## src/sv/sagf_pkg.sv

```systemverilog
// ----------------------------------------------------------------------------
// sagf_pkg: shared types and constants
// Register indexes, field widths, position control bundle and the
// per-channel absolute difference used by both filter passes.
// ----------------------------------------------------------------------------
package sagf_pkg;

	localparam int WIDTH_BITS    = 12;
	localparam int HEIGHT_BITS   = 16;
	localparam int CFG_DATA_BITS = 16;
	localparam int CFG_IDX_BITS  = 2;
	localparam int CHANNELS      = 3;

	localparam logic [CFG_IDX_BITS-1:0] CFG_IMAGE_WIDTH  = 2'd0;
	localparam logic [CFG_IDX_BITS-1:0] CFG_IMAGE_HEIGHT = 2'd1;
	localparam logic [CFG_IDX_BITS-1:0] CFG_HAS_ALPHA    = 2'd2;

	localparam logic [WIDTH_BITS-1:0]  WIDTH_RESET  = 12'd640;
	localparam logic [HEIGHT_BITS-1:0] HEIGHT_RESET = 16'd480;

	// packed pixel: alpha, blue, green, red from msb down
	typedef logic [31:0] pix_t;

	typedef struct packed {
		logic in_frame;
		logic ignore;
		logic h_do;
		logic emit;
		logic edge_col;
		logic bnd_row;
		logic fend;
	} pos_ctl_t;

	// colour bytes get |a - b|, alpha byte comes from keep
	function automatic pix_t chan_absdiff(pix_t a, pix_t b, pix_t keep);
		pix_t       r;
		logic [7:0] ca;
		logic [7:0] cb;
		r = {keep[31:24], 24'd0};
		for (int k = 0; k < CHANNELS; k++) begin
			ca = a[8*k +: 8];
			cb = b[8*k +: 8];
			r[8*k +: 8] = (ca > cb) ? (ca - cb) : (cb - ca);
		end
		return r;
	endfunction

endpackage

```

## src/sv/sagf_pos.sv

```systemverilog
// ----------------------------------------------------------------------------
// sagf_pos: raster position tracking
// Holds column and row of the incoming beat and decodes which column
// completes, whether a result leaves, and the border cases of both passes.
// ----------------------------------------------------------------------------
module sagf_pos #(
	parameter int MAX_WIDTH = 2048,
	localparam int CW       = $clog2(MAX_WIDTH)
) (
	input  logic                             clk,
	input  logic                             arst_n,
	input  logic                             step,
	input  logic                             command,
	input  logic [sagf_pkg::WIDTH_BITS-1:0]  image_width,
	input  logic [sagf_pkg::HEIGHT_BITS-1:0] image_height,
	output sagf_pkg::pos_ctl_t               ctl,
	output logic [CW-1:0]                    pc
);

	import sagf_pkg::*;

	localparam int RW = HEIGHT_BITS + 1;

	logic [CW-1:0] col_q;
	logic [RW-1:0] row_q;

	logic [CW:0]   w_eff;
	logic [CW:0]   w_m1;
	logic [RW-1:0] h_eff;
	logic          restart;
	logic [CW-1:0] c;
	logic [RW-1:0] r;
	logic [RW-1:0] pr;
	logic [RW-1:0] orow;
	logic          have_prev;
	logic [CW:0]   c_inc;

	always_comb begin
		if (image_width == '0) begin
			w_eff = (CW+1)'(1);
		end else if (32'(image_width) > 32'(MAX_WIDTH)) begin
			w_eff = (CW+1)'(MAX_WIDTH);
		end else begin
			w_eff = (CW+1)'(image_width);
		end
		w_m1  = w_eff - (CW+1)'(1);
		h_eff = (image_height == '0) ? RW'(1) : {1'b0, image_height};

		// counters outside the current bounds start a new frame
		restart = ({1'b0, col_q} >= w_eff) || (row_q > h_eff + RW'(1));
		c = restart ? '0 : col_q;
		r = restart ? '0 : row_q;

		have_prev = (r != '0) || (c != '0);
		pc = (c != '0) ? (c - CW'(1)) : w_m1[CW-1:0];
		pr = (c != '0) ? r : (r - RW'(1));
		orow = pr - RW'(1);
		c_inc = {1'b0, c} + (CW+1)'(1);

		ctl.in_frame = r < h_eff;
		ctl.ignore   = ctl.in_frame && command;
		ctl.h_do     = !ctl.ignore && have_prev && (pr < h_eff);
		ctl.emit     = !ctl.ignore && have_prev && (pr >= RW'(1)) && (pr <= h_eff);
		ctl.edge_col = (pc == '0) || ({1'b0, pc} == w_m1);
		ctl.bnd_row  = (orow == '0) || (orow == h_eff - RW'(1));
		ctl.fend     = ctl.emit && (orow == h_eff - RW'(1)) && ({1'b0, pc} == w_m1);
	end

	always_ff @(posedge clk or negedge arst_n) begin
		if (!arst_n) begin
			col_q <= '0;
			row_q <= '0;
		end else if (step) begin
			if (ctl.ignore) begin
				col_q <= c;
				row_q <= r;
			end else if (ctl.fend) begin
				col_q <= '0;
				row_q <= '0;
			end else if (c_inc >= w_eff) begin
				col_q <= '0;
				row_q <= r + RW'(1);
			end else begin
				col_q <= c_inc[CW-1:0];
				row_q <= r;
			end
		end
	end

endmodule

```

## config.mk

```make
export PLATFORM = sky130hd
export DESIGN_NAME = sagf_pos
export DESIGN_NICKNAME = d
export VERILOG_FILES = /design/src/sv/sagf_pkg.sv /design/src/sv/sagf_pos.sv
export SDC_FILE = /design/constraint.sdc
export NUM_CORES = 1
export LEC_CHECK = 0
export BUFFER_PORTS_ARGS = -buffer_cell sky130_fd_sc_hd__clkbuf_2
export CORE_ASPECT_RATIO = 1.75
export CORE_MARGIN = 1
export CORE_UTILIZATION = 45
export DETAILED_ROUTE_END_ITERATION = 6
export PLACE_DENSITY = 0.69
export RECOVER_POWER = 25
export SYNTH_ARGS = -nofsm -noshare
export SYNTH_HDL_FRONTEND = slang
export SYNTH_SLANG_ARGS = --single-unit
```

## constraint.sdc

```tcl
create_clock -name clk -period 15.7 [get_ports clk]
set_input_delay 1.57 -clock clk [delete_from_list [all_inputs] [get_ports clk]]
set_output_delay 1.57 -clock clk [all_outputs]
set_load 0.02 [all_outputs]
```

==> flow_summary.html, run 1 <==
<table>
<tr><th>Metric</th><th>Value</th></tr>
<tr><th colspan="2">Route</th></tr>
<tr><td>Via-per-instance ratio</td><td>6.57</td></tr>
<tr><td>Starting DRC count in detailed routing</td><td>599</td></tr>
<tr><td>DR WL/cell</td><td>22.1 µm</td></tr>
<tr><td>Antenna viol nets, final</td><td>0</td></tr>
<tr><td>Aggregate routed wire length</td><td>24500 µm</td></tr>
<tr><td>Via count of the routed design</td><td>7284</td></tr>
<tr><td>Detailed-routing iteration count for the pre-antenna-repair pass</td><td>5</td></tr>
<tr><td>Remaining DRCs</td><td>0</td></tr>
<tr><th colspan="2">Logic synthesis</th></tr>
<tr><td>Synth Net Count</td><td>1028</td></tr>
<tr><td>Part of the Yosys area used for sequential elements</td><td>0.105</td></tr>
<tr><td>Multiplexer share of the synthesized area</td><td>0.0137</td></tr>
<tr><td>Synthesized instance count</td><td>918</td></tr>
<tr><td>Synthesized flop and latch total</td><td>28</td></tr>
<tr><td>Most used flip-flop cell after synthesis</td><td>sky130_fd_sc_hd__dfrtp_1</td></tr>
<tr><td>Biggest area contributors in the synthesized netlist</td><td>sky130_fd_sc_hd__ha_1, sky130_fd_sc_hd__dfrtp_1, sky130_fd_sc_hd__xnor2_1, sky130_fd_sc_hd__nand2_1, sky130_fd_sc_hd__nor2_1</td></tr>
<tr><td>Mean cell area of the mapped netlist</td><td>7.25 µm²</td></tr>
<tr><td>Share of flip-flops with an asynchronous set or reset</td><td>1.00</td></tr>
<tr><td>Adder and majority gate portion of the synthesized area</td><td>0.147</td></tr>
<tr><td>Post-synthesis cell type count</td><td>92</td></tr>
<tr><td>Number of warnings printed during yosys synthesis</td><td>0</td></tr>
<tr><td>Xor-xnor portion of the synthesized cell area</td><td>0.113</td></tr>
<tr><td>Post-synth top area share</td><td>0.147</td></tr>
<tr><td>Area leader, netlist</td><td>sky130_fd_sc_hd__ha_1</td></tr>
<tr><td>Post-Synth Simple-Gate Area</td><td>0.300</td></tr>
<tr><td>Synth cell count leaders</td><td>sky130_fd_sc_hd__ha_1, sky130_fd_sc_hd__nand2_1, sky130_fd_sc_hd__nor2_1</td></tr>
<tr><td>Compound-Gate Fraction of Synth Area</td><td>0.256</td></tr>
<tr><td>Dominant combinational cell family by area after synthesis</td><td>simple AND/OR/NAND/NOR gates</td></tr>
<tr><td>Number of synthesized flops with an enable pin</td><td>0</td></tr>
<tr><td>Mapped Area</td><td>6650 µm²</td></tr>
<tr><th colspan="2">Pwr</th></tr>
<tr><td>Share of power burned in combinational logic</td><td>0.744</td></tr>
<tr><td>Switching power share of the total</td><td>0.554</td></tr>
<tr><td>Sequential group share of total power</td><td>0.158</td></tr>
<tr><td>Leakage power figure</td><td>3.01 nW</td></tr>
<tr><td>Switching power</td><td>0.446 mW</td></tr>
<tr><td>Pwr Density</td><td>114 nW/µm²</td></tr>
<tr><td>Cell-internal power</td><td>0.360 mW</td></tr>
<tr><td>Clk network pwr share</td><td>0.098</td></tr>
<tr><td>Highest ir drop seen on vdd</td><td>67.2 µV</td></tr>
<tr><th colspan="2">Global routing</th></tr>
<tr><td>Via count of the first global-routing pass</td><td>7201</td></tr>
<tr><td>Global routing usage summed across all routing layers</td><td>0.331</td></tr>
<tr><td>Total grt overflow</td><td>0</td></tr>
<tr><td>Maximum number of pins on one net before global-route repair</td><td>29</td></tr>
<tr><td>Antenna violations before repair</td><td>0</td></tr>
<tr><td>First-pass GRT wire length</td><td>38500 µm</td></tr>
<tr><th colspan="2">Final layout</th></tr>
<tr><td>Number of fill cells in the layout</td><td>1508</td></tr>
<tr><td>Count of antenna diodes in the layout</td><td>0</td></tr>
<tr><td>Area taken by multi-input logic gates</td><td>5520 µm²</td></tr>
<tr><td>Combined flip-flop and latch cell area</td><td>701 µm²</td></tr>
<tr><td>Fraction of final layout cells with drive strength greater than 1</td><td>0.104</td></tr>
<tr><td>Core occupancy in the finished layout</td><td>0.489</td></tr>
<tr><td>Layout overhead on the synthesized area</td><td>6.13%</td></tr>
<tr><td>Final net count</td><td>1040</td></tr>
<tr><td>Design Area, Final</td><td>7060 µm²</td></tr>
<tr><th colspan="2">Placement</th></tr>
<tr><td>Global placer's final weighted congestion</td><td>1.04</td></tr>
<tr><td>Dpl cell area</td><td>6960 µm²</td></tr>
<tr><td>Number of input and output port buffers inserted</td><td>49</td></tr>
<tr><td>Half-perimeter wire length after detailed placement</td><td>19400 µm</td></tr>
<tr><td>Worst-case setup slack after placement</td><td>4560 ps</td></tr>
<tr><th colspan="2">Timing</th></tr>
<tr><td>Slew at the pin with the worst max-slew slack</td><td>1670 ps</td></tr>
<tr><td>Crit share post-route</td><td>0.730</td></tr>
<tr><td>Worst slew margin</td><td>-0.113</td></tr>
<tr><td>RSZ-0062 raised after global routing</td><td>no</td></tr>
<tr><td>Number of max-slew violations in the final report</td><td>29</td></tr>
<tr><td>Highest attainable clock frequency</td><td>87.2 MHz</td></tr>
<tr><td>Final hold slack</td><td>593 ps</td></tr>
<tr><td>Setup slack after layout</td><td>4230 ps</td></tr>
<tr><td>Final min period</td><td>11470 ps</td></tr>
<tr><td>Maximum clock skew at final layout</td><td>4.42 ps</td></tr>
<tr><td>Final Setup Violations</td><td>0</td></tr>
<tr><td>Final-report hold violation count</td><td>0</td></tr>
<tr><td>Setup TNS</td><td>0 ps</td></tr>
<tr><th colspan="2">Outcome</th></tr>
<tr><td>Violations in the final reports</td><td>max-capacitance violations, max-slew violations</td></tr>
<tr><td>Outcome</td><td>finished, violations left</td></tr>
<tr><th colspan="2">Clock tree</th></tr>
<tr><td>Clock Tree Buf Depth</td><td>2</td></tr>
<tr><td>Clock sink total</td><td>28</td></tr>
<tr><td>CTS root buffer</td><td>sky130_fd_sc_hd__clkbuf_16</td></tr>
<tr><td>CTS buffer count</td><td>3</td></tr>
<tr><td>Deepest level of the CTS H-tree</td><td>1</td></tr>
<tr><td>Clock edge transition at the registers on the reported setup and hold paths</td><td>70 ps</td></tr>
<tr><td>Clock tree from TritonCTS</td><td>built</td></tr>
<tr><td>Number of setup buffers added after CTS</td><td>0</td></tr>
<tr><td>Hold-fix buffer count after cts</td><td>0</td></tr>
<tr><td>Number of resized instances in the post-cts repair step</td><td>0</td></tr>
<tr><td>Insertion delay of the later-clocked pin in the worst-skew pair</td><td>280 ps</td></tr>
<tr><th colspan="2">Setup path</th></tr>
<tr><td>Crit-path max cell delay</td><td>730 ps</td></tr>
<tr><td>Setup crit end kind</td><td>primary output</td></tr>
<tr><td>WP data required</td><td>14130 ps</td></tr>
<tr><td>Worst setup SP type</td><td>input pin</td></tr>
<tr><td>Cell with the largest stage delay on the worst path</td><td>sky130_fd_sc_hd__ha_1</td></tr>
<tr><td>Setup Crit Path Kind</td><td>input pin to primary output</td></tr>
<tr><td>Top cell by count, worst path</td><td>sky130_fd_sc_hd__nand2_1</td></tr>
<tr><td>Crit path arrival time</td><td>9900 ps</td></tr>
<tr><td>CP Max Fanout</td><td>28</td></tr>
<tr><th colspan="2">Die</th></tr>
<tr><td>DIE AREA</td><td>15300 µm²</td></tr>
<tr><td>Die Wd</td><td>93.9 µm</td></tr>
<tr><td>Number of top-level pins</td><td>50</td></tr>
<tr><td>Effective utilization at floorplan</td><td>0.461</td></tr>
<tr><td>Die outline height</td><td>163 µm</td></tr>
<tr><td>Std cell rows</td><td>58</td></tr>
<tr><td>Floorplan Core Area</td><td>14400 µm²</td></tr>
<tr><th colspan="2">Min path</th></tr>
<tr><td>Path type of the worst min-delay path</td><td>flip-flop to flip-flop</td></tr>
<tr><th colspan="2">Run</th></tr>
<tr><td>Number of max-capacitance violations reported</td><td>1</td></tr>
</table>
power groups by stage:
| stage | clock network (mW) | registers, mW | logic [mW] |
|---|---|---|---|
| finish | 0.0791 | 0.127 | 0.600 |
| global route | 0.0822 | 0.128 | 0.655 |
| CTS | 0.0793 | 0.125 | 0.590 |
| detailed placement | 0 | 0.126 | 0.587 |
| global placement | 0 | 0.126 | 0.584 |
| floorplan | 0 | 0.0952 | 0.458 |
cell type report:
| cell class | count | area share |
|---|---|---|
| Inverter | 54 | 0.0291 |
| Timing Repair Buffer | 57 | 0.0431 |
| Clock buffer | 3 | 0.0106 |
| Sequential cell | 28 | 0.0992 |
| Multi-Input combinational cell | 786 | 0.782 |
| Tap cell | 180 | 0.0319 |
| Clock inverter | 1 | 0.00425 |
placed cells by master, fill, tap and decap left out, types with 4 or more instances in the layout:
| master | instances |
|---|---|
| sky130_fd_sc_hd__a211oi_1 | 6 |
| sky130_fd_sc_hd__a21o_1 | 16 |
| sky130_fd_sc_hd__a21oi_1 | 47 |
| sky130_fd_sc_hd__a22o_1 | 13 |
| sky130_fd_sc_hd__a31oi_1 | 24 |
| sky130_fd_sc_hd__and2_1 | 4 |
| sky130_fd_sc_hd__and3_1 | 17 |
| sky130_fd_sc_hd__and4_1 | 4 |
| sky130_fd_sc_hd__buf_4 | 8 |
| sky130_fd_sc_hd__clkbuf_2 | 48 |
| sky130_fd_sc_hd__dfrtp_1 | 28 |
| sky130_fd_sc_hd__ha_1 | 78 |
| sky130_fd_sc_hd__inv_1 | 51 |
| sky130_fd_sc_hd__mux2i_1 | 8 |
| sky130_fd_sc_hd__nand2_1 | 78 |
| sky130_fd_sc_hd__nand2b_1 | 7 |
| sky130_fd_sc_hd__nand3_1 | 44 |
| sky130_fd_sc_hd__nand4_1 | 26 |
| sky130_fd_sc_hd__nor2_1 | 77 |
| sky130_fd_sc_hd__nor2b_1 | 9 |
| sky130_fd_sc_hd__nor3_1 | 42 |
| sky130_fd_sc_hd__nor3b_1 | 4 |
| sky130_fd_sc_hd__nor4_1 | 17 |
| sky130_fd_sc_hd__o211ai_1 | 10 |
| sky130_fd_sc_hd__o21a_1 | 5 |
| sky130_fd_sc_hd__o21ai_0 | 28 |
| sky130_fd_sc_hd__o21ai_1 | 4 |
| sky130_fd_sc_hd__o21bai_1 | 4 |
| sky130_fd_sc_hd__o22ai_1 | 4 |
| sky130_fd_sc_hd__o31a_1 | 6 |
| sky130_fd_sc_hd__o31ai_1 | 12 |
| sky130_fd_sc_hd__o41ai_1 | 6 |
| sky130_fd_sc_hd__or2_2 | 4 |
| sky130_fd_sc_hd__or3_1 | 15 |
| sky130_fd_sc_hd__or4_1 | 8 |
| sky130_fd_sc_hd__xnor2_1 | 68 |
| sky130_fd_sc_hd__xor2_1 | 13 |
sequential cells by signal, indices dropped and copies added, names as in the netlist:
register  count
col_q        11
row_q        17
critical path, delay by kind of cell:
kind	cells	cell delay [ps]
buffers and inverters	5	860
adders and majority gates	3	1200
AOI/OAI and AO/OA	11	2220
and+or+nand+nor	17	4010
through the flow:
| stage | total power [mW] | std cells |
|---|---|---|
| floorplan | 0.553 | 918 |
| global placement | 0.711 | 1105 |
| detailed placement | 0.713 | 1105 |
| CTS | 0.794 | 1109 |
| global route | 0.865 | 1109 |
| finish | 0.806 | 1109 |
per-layer routing:
| metal | wire (µm) | GRT usage | up-vias |
|---|---|---|---|
| met2 | 12400 | 0.593 | 303 |
| met3 | 1310 | 0.0556 | 130 |
| met5 | 0 | 0 | - |
| li1 | - | - | 3445 |
| met1 | 8360 | 0.322 | 3406 |
| met4 | 2380 | 0.282 | 0 |
cells by family (layout without fill, tap and decap cells):
family	Yosys count	count (layout)
AND/OR/NAND/NOR	380	380
XOR/XNOR	83	83
AO/OA/AOI/OAI	236	236
buffers and inverters	104	115
multiplexers	9	9
adder cells (fa/ha/maj)	78	78
flip-flops	28	28
path summary, 6_finish.rpt:
kind                            depth (start not counted)  slack, ps        end             from
worst min register to register                          1        590  row_q[16]        row_q[16]
worst max register to register                         28       7790   row_q[6]         col_q[0]
max in group asynchronous                               1      13020  row_q[13]           arst_n
worst min-delay path                                    1        590  row_q[16]        row_q[16]
worst max-delay path                                   36       4230     ctl[0]  image_height[3]
min in group asynchronous                               1       1710   row_q[9]           arst_n
Power figures use the tool's default switching activity.
==> inputs of run 2 (changes only) <==
- clock period: 15.7 -> 10.63 ns (I/O delays scaled with it)
==> run 2 against run 1 <==
The flow still finishes with violations (max-capacitance violations, max-slew violations). Critical path depth increased by 1. Register-to-register slack got worse by 4300 ps. Flip-flop and latch count stayed put. Utilization increased by 0.31 points. Largest power group unchanged. Worst hold slack better by 50 ps. Non-clock buffer count rose by 6. Clock skew rose by 0.91 ps. First-iteration DRC count increased by 14%. Worst setup slack worse by 3300 ps. Critical path type unchanged. Clock power increased by 45%. Via count is 1.3% higher. Power is 49% higher.
==> flow_summary.html, run 2 (synthesis gave the netlist of run 1 again) <==
<table>
<tr><th>Metric</th><th>Value</th></tr>
<tr><th colspan="2">Run</th></tr>
<tr><td>Number of max-capacitance violations reported</td><td>1 (unchanged)</td></tr>
<tr><th colspan="2">Placement</th></tr>
<tr><td>Number of input and output port buffers inserted</td><td>49 (unchanged)</td></tr>
<tr><td>Dpl cell area</td><td>7000 µm² (+0.65%)</td></tr>
<tr><td>Worst-case setup slack after placement</td><td>1110 ps (-3460 ps)</td></tr>
<tr><td>Half-perimeter wire length after detailed placement</td><td>19300 µm (-0.38%)</td></tr>
<tr><td>Global placer's final weighted congestion</td><td>1.02 (-2.1%)</td></tr>
<tr><td>Total instance count after detailed placement</td><td>1111 (+0.54%)</td></tr>
<tr><th colspan="2">Clock tree</th></tr>
<tr><td>Clock Tree Buf Depth</td><td>2 (unchanged)</td></tr>
<tr><td>Number of resized instances in the post-cts repair step</td><td>0 (unchanged)</td></tr>
<tr><td>Hold-fix buffer count after cts</td><td>0 (unchanged)</td></tr>
<tr><td>CTS root buffer</td><td>sky130_fd_sc_hd__clkbuf_16</td></tr>
<tr><td>CTS buffer count</td><td>3 (unchanged)</td></tr>
<tr><td>Number of setup buffers added after CTS</td><td>0 (unchanged)</td></tr>
<tr><td>Clock tree from TritonCTS</td><td>built</td></tr>
<tr><td>Insertion delay of the later-clocked pin in the worst-skew pair</td><td>270 ps (about the same)</td></tr>
<tr><td>Deepest level of the CTS H-tree</td><td>1 (unchanged)</td></tr>
<tr><td>Clock edge transition at the registers on the reported setup and hold paths</td><td>70 ps (about the same)</td></tr>
<tr><td>Clock sink total</td><td>28 (unchanged)</td></tr>
<tr><th colspan="2">Min path</th></tr>
<tr><td>WHS Endpoint</td><td>row_q[16]</td></tr>
<tr><td>HP Start</td><td>row_q[16]</td></tr>
<tr><td>Path type of the worst min-delay path</td><td>flip-flop to flip-flop</td></tr>
<tr><td>Worst hold path stage count</td><td>1 (unchanged)</td></tr>
<tr><th colspan="2">Die</th></tr>
<tr><td>Die Wd</td><td>93.9 µm (unchanged)</td></tr>
<tr><td>Std cell rows</td><td>58 (unchanged)</td></tr>
<tr><td>DIE AREA</td><td>15300 µm² (unchanged)</td></tr>
<tr><td>Effective utilization at floorplan</td><td>0.461 (unchanged)</td></tr>
<tr><td>Die outline height</td><td>163 µm (unchanged)</td></tr>
<tr><td>Number of top-level pins</td><td>50 (unchanged)</td></tr>
<tr><td>Floorplan Core Area</td><td>14400 µm² (unchanged)</td></tr>
<tr><th colspan="2">Final layout</th></tr>
<tr><td>Most frequent cells in the layout</td><td>sky130_fd_sc_hd__nand2_1, sky130_fd_sc_hd__ha_1, sky130_fd_sc_hd__nor2_1</td></tr>
<tr><td>Area taken by multi-input logic gates</td><td>5520 µm² (unchanged)</td></tr>
<tr><td>Fraction of final layout cells with drive strength greater than 1</td><td>0.110 (+0.00575)</td></tr>
<tr><td>Registers with the most flip-flops</td><td>row_q x17, col_q x11</td></tr>
<tr><td>Design Area, Final</td><td>7110 µm² (+0.64%)</td></tr>
<tr><td>Number of fill cells in the layout</td><td>1494 (-0.93%)</td></tr>
<tr><td>Combined flip-flop and latch cell area</td><td>701 µm² (unchanged)</td></tr>
<tr><td>Non-filler instance count after layout</td><td>1115 (+0.54%)</td></tr>
<tr><td>Count of antenna diodes in the layout</td><td>0 (unchanged)</td></tr>
<tr><td>Flip-flop count of the largest register, all copies and words added</td><td>17 (unchanged)</td></tr>
<tr><td>Layout overhead on the synthesized area</td><td>6.81%</td></tr>
<tr><td>Register with the most flip-flops</td><td>row_q</td></tr>
<tr><td>Final net count</td><td>1046 (+0.58%)</td></tr>
<tr><td>Core occupancy in the finished layout</td><td>0.492 (+0.00312)</td></tr>
<tr><th colspan="2">Timing</th></tr>
<tr><td>Setup TNS</td><td>0 ps (unchanged)</td></tr>
<tr><td>Final-report hold violation count</td><td>0 (unchanged)</td></tr>
<tr><td>Setup slack after layout</td><td>980 ps (-3250 ps)</td></tr>
<tr><td>Number of max-slew violations in the final report</td><td>29 (unchanged)</td></tr>
<tr><td>Slew at the pin with the worst max-slew slack</td><td>1640 ps (-24.8 ps)</td></tr>
<tr><td>Final Setup Violations</td><td>0 (unchanged)</td></tr>
<tr><td>Crit share post-route</td><td>0.908</td></tr>
<tr><td>Final min period</td><td>9650 ps</td></tr>
<tr><td>Highest attainable clock frequency</td><td>104 MHz</td></tr>
<tr><td>Maximum clock skew at final layout</td><td>5.34 ps (+0.914 ps)</td></tr>
<tr><td>RSZ-0062 raised after global routing</td><td>no</td></tr>
<tr><td>Worst slew margin</td><td>-0.0963 (+0.0165)</td></tr>
<tr><th colspan="2">Route</th></tr>
<tr><td>Remaining DRCs</td><td>0 (unchanged)</td></tr>
<tr><td>Detailed-routing iteration count for the pre-antenna-repair pass</td><td>7 (+2)</td></tr>
<tr><td>Aggregate routed wire length</td><td>24500 µm (about the same)</td></tr>
<tr><td>DR WL/cell</td><td>22.0 µm (-0.48%)</td></tr>
<tr><td>Via-per-instance ratio</td><td>6.62 (+0.75%)</td></tr>
<tr><td>Antenna viol nets, final</td><td>0 (unchanged)</td></tr>
<tr><td>Starting DRC count in detailed routing</td><td>684 (+14%)</td></tr>
<tr><td>Via count of the routed design</td><td>7378 (+1.3%)</td></tr>
<tr><th colspan="2">Global routing</th></tr>
<tr><td>Maximum number of pins on one net before global-route repair</td><td>29 (unchanged)</td></tr>
<tr><td>Via count of the first global-routing pass</td><td>7237 (+0.50%)</td></tr>
<tr><td>First-pass GRT wire length</td><td>38300 µm (-0.48%)</td></tr>
<tr><td>Total grt overflow</td><td>0 (unchanged)</td></tr>
<tr><td>Global routing usage summed across all routing layers</td><td>0.329 (-0.00215)</td></tr>
<tr><td>Antenna violations before repair</td><td>0 (unchanged)</td></tr>
<tr><th colspan="2">Pwr</th></tr>
<tr><td>Switching power share of the total</td><td>0.553 (-0.000755)</td></tr>
<tr><td>Sequential group share of total power</td><td>0.159 (about the same)</td></tr>
<tr><td>Highest ir drop seen on vdd</td><td>94.6 µV (+41%)</td></tr>
<tr><td>Share of power burned in combinational logic</td><td>0.745 (about the same)</td></tr>
<tr><td>Switching power</td><td>0.663 mW (+49%)</td></tr>
<tr><td>Leakage power figure</td><td>3.04 nW (+0.96%)</td></tr>
<tr><td>Cell-internal power</td><td>0.536 mW (+49%)</td></tr>
<tr><td>Pwr Density</td><td>169 nW/µm² (+48%)</td></tr>
<tr><td>Clk network pwr share</td><td>0.096 (-0.002)</td></tr>
<tr><th colspan="2">Setup path</th></tr>
<tr><td>Crit-path max cell delay</td><td>620 ps (-110 ps)</td></tr>
<tr><td>CP Max Fanout</td><td>20 (-29%)</td></tr>
<tr><td>Crit path arrival time</td><td>8590 ps (-1310 ps)</td></tr>
<tr><td>Worst setup SP type</td><td>input pin</td></tr>
<tr><td>Setup crit end kind</td><td>primary output</td></tr>
<tr><td>Cell with the largest stage delay on the worst path</td><td>sky130_fd_sc_hd__ha_1</td></tr>
<tr><td>Register-to-register path setup slack</td><td>3490 ps (-4300 ps)</td></tr>
<tr><td>Cell count of the worst reg-to-reg path</td><td>27 (-3.6%)</td></tr>
<tr><td>WP data required</td><td>9570 ps (-4560 ps)</td></tr>
<tr><td>Top cell by count, worst path</td><td>sky130_fd_sc_hd__nand2_1</td></tr>
<tr><td>Startpoint of the worst-slack reg-to-reg timing path</td><td>row_q[7]</td></tr>
<tr><td>Combined buffer and inverter count along the critical path</td><td>4 (-1)</td></tr>
<tr><td>Worst reg2reg path endpoint</td><td>row_q[6]</td></tr>
<tr><td>CP delay by family, top</td><td>simple AND/OR/NAND/NOR gates</td></tr>
<tr><td>Setup Crit Path Kind</td><td>input pin to primary output</td></tr>
<tr><td>Number of cells on the critical path</td><td>37 (+2.8%)</td></tr>
<tr><th colspan="2">Outcome</th></tr>
<tr><td>Violations in the final reports</td><td>max-capacitance violations, max-slew violations</td></tr>
<tr><td>Outcome</td><td>finished, violations left</td></tr>
</table>
run 2: worst max-delay path by stage:
| stage | startpoint | endpoint | slack, ps |
|---|---|---|---|
| floorplan | image_height[3] | ctl[0] | 1550 |
| global placement | image_height[3] | ctl[0] | 1260 |
| detailed placement | image_height[3] | ctl[0] | 1110 |
| CTS | image_height[3] | ctl[0] | 1080 |
| global route | image_height[3] | ctl[0] | 320 |
| finish | image_height[3] | ctl[0] | 980 |
run 2: worst register-to-register path, cell delays in order (launching register included):
cell                        delay [ps]
sky130_fd_sc_hd__dfrtp_1           520
sky130_fd_sc_hd__ha_1              370
sky130_fd_sc_hd__nand2_1            50
sky130_fd_sc_hd__o21ai_0           780
sky130_fd_sc_hd__a22o_1            290
sky130_fd_sc_hd__o31a_1            210
sky130_fd_sc_hd__nor2_4             70
sky130_fd_sc_hd__nand2_1           130
sky130_fd_sc_hd__ha_1              620
sky130_fd_sc_hd__nand2_1           470
sky130_fd_sc_hd__a31oi_1           380
sky130_fd_sc_hd__o221ai_4          210
sky130_fd_sc_hd__inv_4             130
sky130_fd_sc_hd__ha_1              120
sky130_fd_sc_hd__nand3_1           140
sky130_fd_sc_hd__o21bai_1          190
sky130_fd_sc_hd__a21boi_0          150
sky130_fd_sc_hd__o21ai_0            90
sky130_fd_sc_hd__a21oi_1           300
sky130_fd_sc_hd__o311ai_0          200
sky130_fd_sc_hd__a21oi_1           190
sky130_fd_sc_hd__o2111ai_1         160
sky130_fd_sc_hd__nand2_1           130
sky130_fd_sc_hd__a211oi_1           90
sky130_fd_sc_hd__nand4_1           110
sky130_fd_sc_hd__buf_4             290
sky130_fd_sc_hd__nand2_2           240
sky130_fd_sc_hd__o41ai_1           390
run 2: metal layers:
metal	vias up	routed length, µm	global-route usage	share of wire
li1	3447	-	-	-
met1	3469	8410	0.327	0.34
met2	330	12100	0.575	0.49
met3	132	1460	0.0495	0.059
met4	0	2570	0.302	0.10
met5	-	0	0	0
run 2: area by class of cell:
cell class	count	area share
Clock buffer	3	0.0106
Clock inverter	1	0.00423
Inverter	54	0.0289
Multi-Input combinational cell	786	0.777
Sequential cell	28	0.0986
Tap cell	180	0.0317
Timing Repair Buffer	63	0.0491
run 2: per-stage QoR:
stage	hold slack (ps)	total power, mW
6_report	643	1.20
2_1_floorplan	502	0.817
3_5_place_dp	607	1.05
5_1_grt	663	1.29
4_1_cts	612	1.17
3_3_place_gp	616	1.05
run 2: power by group through the flow:
stage	combinational, mW	sequential [mW]	clock [mW]
floorplan	0.676	0.141	0
global placement	0.863	0.188	0
detailed placement	0.867	0.188	0
CTS	0.871	0.186	0.116
global route	0.974	0.193	0.121
finish	0.893	0.191	0.115
==> inputs of run 3 (changes only) <==
- clock period: 10.63 -> 10.4 ns (I/O delays scaled with it)
==> run 3 against run 2 <==
The run still ends with max-capacitance violations, max-slew violations left. Die area unchanged. Worst setup slack improved by 130 ps. Global-route usage decreased by 0.34 points. Worst hold slack lost 21 ps. Highest routed layer unchanged. Final cell count is 0.36% higher. Register-to-register slack worse by 110 ps.
==> flow_summary.html, run 3 (synthesis gave the netlist of run 1 again) <==
<table>
<tr><th>Metric</th><th>Value</th></tr>
<tr><th colspan="2">Pwr</th></tr>
<tr><td>Leakage power figure</td><td>3.06 nW (+0.60%)</td></tr>
<tr><td>Pwr Density</td><td>172 nW/µm² (+2.0%)</td></tr>
<tr><td>Cell-internal power</td><td>0.553 mW (+3.2%)</td></tr>
<tr><td>Switching power share of the total</td><td>0.550 (-0.00311)</td></tr>
<tr><td>Share of power burned in combinational logic</td><td>0.748 (+0.003)</td></tr>
<tr><td>Switching power</td><td>0.675 mW (+1.9%)</td></tr>
<tr><td>Sequential group share of total power</td><td>0.155 (-0.004)</td></tr>
<tr><td>Highest ir drop seen on vdd</td><td>87.7 µV (-7.3%)</td></tr>
<tr><td>Clk network pwr share</td><td>0.098 (+0.002)</td></tr>
<tr><th colspan="2">Die</th></tr>
<tr><td>Floorplan Core Area</td><td>14400 µm² (unchanged)</td></tr>
<tr><td>Effective utilization at floorplan</td><td>0.461 (unchanged)</td></tr>
<tr><td>Die outline height</td><td>163 µm (unchanged)</td></tr>
<tr><td>Number of top-level pins</td><td>50 (unchanged)</td></tr>
<tr><td>Std cell rows</td><td>58 (unchanged)</td></tr>
<tr><td>Die Wd</td><td>93.9 µm (unchanged)</td></tr>
<tr><td>DIE AREA</td><td>15300 µm² (unchanged)</td></tr>
<tr><th colspan="2">Global routing</th></tr>
<tr><td>Maximum number of pins on one net before global-route repair</td><td>29 (unchanged)</td></tr>
<tr><td>Total grt overflow</td><td>0 (unchanged)</td></tr>
<tr><td>Antenna violations before repair</td><td>0 (unchanged)</td></tr>
<tr><td>Via count of the first global-routing pass</td><td>7194 (-0.59%)</td></tr>
<tr><td>First-pass GRT wire length</td><td>37900 µm (-1.1%)</td></tr>
<tr><td>Global routing usage summed across all routing layers</td><td>0.326 (-0.00340)</td></tr>
<tr><th colspan="2">Route</th></tr>
<tr><td>Aggregate routed wire length</td><td>24500 µm (-0.12%)</td></tr>
<tr><td>Via-per-instance ratio</td><td>6.56 (-0.84%)</td></tr>
<tr><td>DR WL/cell</td><td>21.9 µm (-0.48%)</td></tr>
<tr><td>Via count of the routed design</td><td>7342 (-0.49%)</td></tr>
<tr><td>Detailed-routing iteration count for the pre-antenna-repair pass</td><td>7 (unchanged)</td></tr>
<tr><td>Remaining DRCs</td><td>0 (unchanged)</td></tr>
<tr><td>Starting DRC count in detailed routing</td><td>626 (-8.5%)</td></tr>
<tr><td>Antenna viol nets, final</td><td>0 (unchanged)</td></tr>
<tr><th colspan="2">Timing</th></tr>
<tr><td>Final-report hold violation count</td><td>0 (unchanged)</td></tr>
<tr><td>Highest attainable clock frequency</td><td>108 MHz</td></tr>
<tr><td>Worst slew margin</td><td>-0.0998 (-0.00352)</td></tr>
<tr><td>Number of max-slew violations in the final report</td><td>29 (unchanged)</td></tr>
<tr><td>Setup TNS</td><td>0 ps (unchanged)</td></tr>
<tr><td>Slew at the pin with the worst max-slew slack</td><td>1650 ps (+5.28 ps)</td></tr>
<tr><td>Final Setup Violations</td><td>0 (unchanged)</td></tr>
<tr><td>Setup slack after layout</td><td>1110 ps (+126 ps)</td></tr>
<tr><td>RSZ-0062 raised after global routing</td><td>no</td></tr>
<tr><td>Crit share post-route</td><td>0.894</td></tr>
<tr><td>Maximum clock skew at final layout</td><td>1.57 ps (-3.77 ps)</td></tr>
<tr><td>Final min period</td><td>9290 ps</td></tr>
<tr><th colspan="2">Final layout</th></tr>
<tr><td>Final net count</td><td>1050 (+0.38%)</td></tr>
<tr><td>Register with the most flip-flops</td><td>row_q</td></tr>
<tr><td>Number of fill cells in the layout</td><td>1498 (+0.27%)</td></tr>
<tr><td>Layout overhead on the synthesized area</td><td>7.26%</td></tr>
<tr><td>Design Area, Final</td><td>7140 µm² (+0.42%)</td></tr>
<tr><td>Most frequent cells in the layout</td><td>sky130_fd_sc_hd__nand2_1, sky130_fd_sc_hd__ha_1, sky130_fd_sc_hd__nor2_1</td></tr>
<tr><td>Count of antenna diodes in the layout</td><td>0 (unchanged)</td></tr>
<tr><td>Combined flip-flop and latch cell area</td><td>701 µm² (unchanged)</td></tr>
<tr><td>Fraction of final layout cells with drive strength greater than 1</td><td>0.114 (+0.00379)</td></tr>
<tr><td>Flip-flop count of the largest register, all copies and words added</td><td>17 (unchanged)</td></tr>
<tr><td>Registers with the most flip-flops</td><td>row_q x17, col_q x11</td></tr>
<tr><td>Area taken by multi-input logic gates</td><td>5520 µm² (unchanged)</td></tr>
<tr><th colspan="2">Setup path</th></tr>
<tr><td>Cell count of the worst reg-to-reg path</td><td>27 (unchanged)</td></tr>
<tr><td>Start point of the critical path</td><td>image_height[3]</td></tr>
<tr><td>Register-to-register path setup slack</td><td>3380 ps (-110 ps)</td></tr>
<tr><td>Top cell by count, worst path</td><td>sky130_fd_sc_hd__nand2_1</td></tr>
<tr><td>Setup Crit Path Kind</td><td>input pin to primary output</td></tr>
<tr><td>Crit path arrival time</td><td>8250 ps (-340 ps)</td></tr>
<tr><td>CP Max Fanout</td><td>13 (-35%)</td></tr>
<tr><td>Crit-path max cell delay</td><td>570 ps (-50 ps)</td></tr>
<tr><td>Worst setup SP type</td><td>input pin</td></tr>
<tr><td>Setup crit end kind</td><td>primary output</td></tr>
<tr><td>Worst reg2reg path endpoint</td><td>col_q[1]</td></tr>
<tr><td>CP endpoint</td><td>ctl[0]</td></tr>
<tr><td>WP data required</td><td>9360 ps (-210 ps)</td></tr>
<tr><td>Cell with the largest stage delay on the worst path</td><td>sky130_fd_sc_hd__or4_1</td></tr>
<tr><td>Startpoint of the worst-slack reg-to-reg timing path</td><td>row_q[8]</td></tr>
<tr><th colspan="2">Outcome</th></tr>
<tr><td>Violations in the final reports</td><td>max-capacitance violations, max-slew violations</td></tr>
<tr><td>Outcome</td><td>finished, violations left</td></tr>
<tr><th colspan="2">Clock tree</th></tr>
<tr><td>Clock Tree Buf Depth</td><td>2 (unchanged)</td></tr>
<tr><td>Deepest level of the CTS H-tree</td><td>1 (unchanged)</td></tr>
<tr><td>Clock tree from TritonCTS</td><td>built</td></tr>
<tr><td>Number of setup buffers added after CTS</td><td>0 (unchanged)</td></tr>
<tr><td>Clock sink total</td><td>28 (unchanged)</td></tr>
<tr><td>Number of resized instances in the post-cts repair step</td><td>0 (unchanged)</td></tr>
<tr><td>CTS buffer count</td><td>3 (unchanged)</td></tr>
<tr><td>Clock edge transition at the registers on the reported setup and hold paths</td><td>70 ps (about the same)</td></tr>
<tr><td>CTS root buffer</td><td>sky130_fd_sc_hd__clkbuf_16</td></tr>
<tr><td>Insertion delay of the later-clocked pin in the worst-skew pair</td><td>280 ps (about the same)</td></tr>
<tr><td>Hold-fix buffer count after cts</td><td>0 (unchanged)</td></tr>
<tr><th colspan="2">Placement</th></tr>
<tr><td>Number of input and output port buffers inserted</td><td>49 (unchanged)</td></tr>
<tr><td>Worst-case setup slack after placement</td><td>1230 ps (+127 ps)</td></tr>
<tr><td>Half-perimeter wire length after detailed placement</td><td>19400 µm (+0.74%)</td></tr>
<tr><td>Global placer's final weighted congestion</td><td>1.03 (+0.76%)</td></tr>
<tr><td>Dpl cell area</td><td>7030 µm² (+0.43%)</td></tr>
<tr><th colspan="2">Min path</th></tr>
<tr><td>Path type of the worst min-delay path</td><td>flip-flop to flip-flop</td></tr>
<tr><th colspan="2">Run</th></tr>
<tr><td>Number of max-capacitance violations reported</td><td>1 (unchanged)</td></tr>
</table>
run 3: how the worst min path moves through the flow:
stage              start         to  slack (ps)  depth (start not counted)
4_1_cts        row_q[16]  row_q[16]         610                          1
2_1_floorplan  row_q[16]  row_q[16]         500                          1
3_3_place_gp   row_q[16]  row_q[16]         600                          1
3_5_place_dp   row_q[16]  row_q[16]         600                          1
5_1_grt        row_q[16]  row_q[16]         650                          1
6_report       row_q[16]  row_q[16]         620                          1
run 3: layer usage:
metal  wire, µm  vias to the layer above  part of all wire  global-route usage
li1           -                     3468                 -                   -
met1       8230                     3438              0.34               0.303
met2      12300                      303              0.50               0.577
met3       1540                      133             0.063              0.0724
met4       2430                        0             0.099               0.297
met5          0                        -                 0                   0
run 3: critical path: cells and delay by family:
kind | cells | cell delay [ps]
simple gates | 17 | 3450
compound gates | 11 | 2200
fa+ha+maj | 3 | 920
buf+inv | 4 | 610
run 3: power by group through the flow:
| stage | sequential [mW] | combinational (mW) | clock (mW) |
|---|---|---|---|
| 3_5_place_dp | 0.188 | 0.895 | 0 |
| 5_1_grt | 0.193 | 1.00 | 0.127 |
| 2_1_floorplan | 0.144 | 0.691 | 0 |
| 4_1_cts | 0.187 | 0.899 | 0.120 |
| 6_report | 0.190 | 0.919 | 0.120 |
| 3_3_place_gp | 0.188 | 0.891 | 0 |
run 3: final cells by class:
type	count	area share
Clock buffer	3	0.0105
Clock inverter	1	0.00421
Inverter	54	0.0288
Multi-Input combinational cell	786	0.774
Sequential cell	28	0.0982
Tap cell	180	0.0316
Timing Repair Buffer	67	0.0531
run 3: per-stage QoR:
stage,power (mW),instances,hold slack (ps),utilization
after floorplan,0.835,918,502,-
after global placement,1.08,1115,595,0.487
after detailed placement,1.08,1115,595,0.487
after CTS,1.21,1119,605,0.494
after global routing,1.32,1119,655,0.494
final,1.23,1119,621,0.494
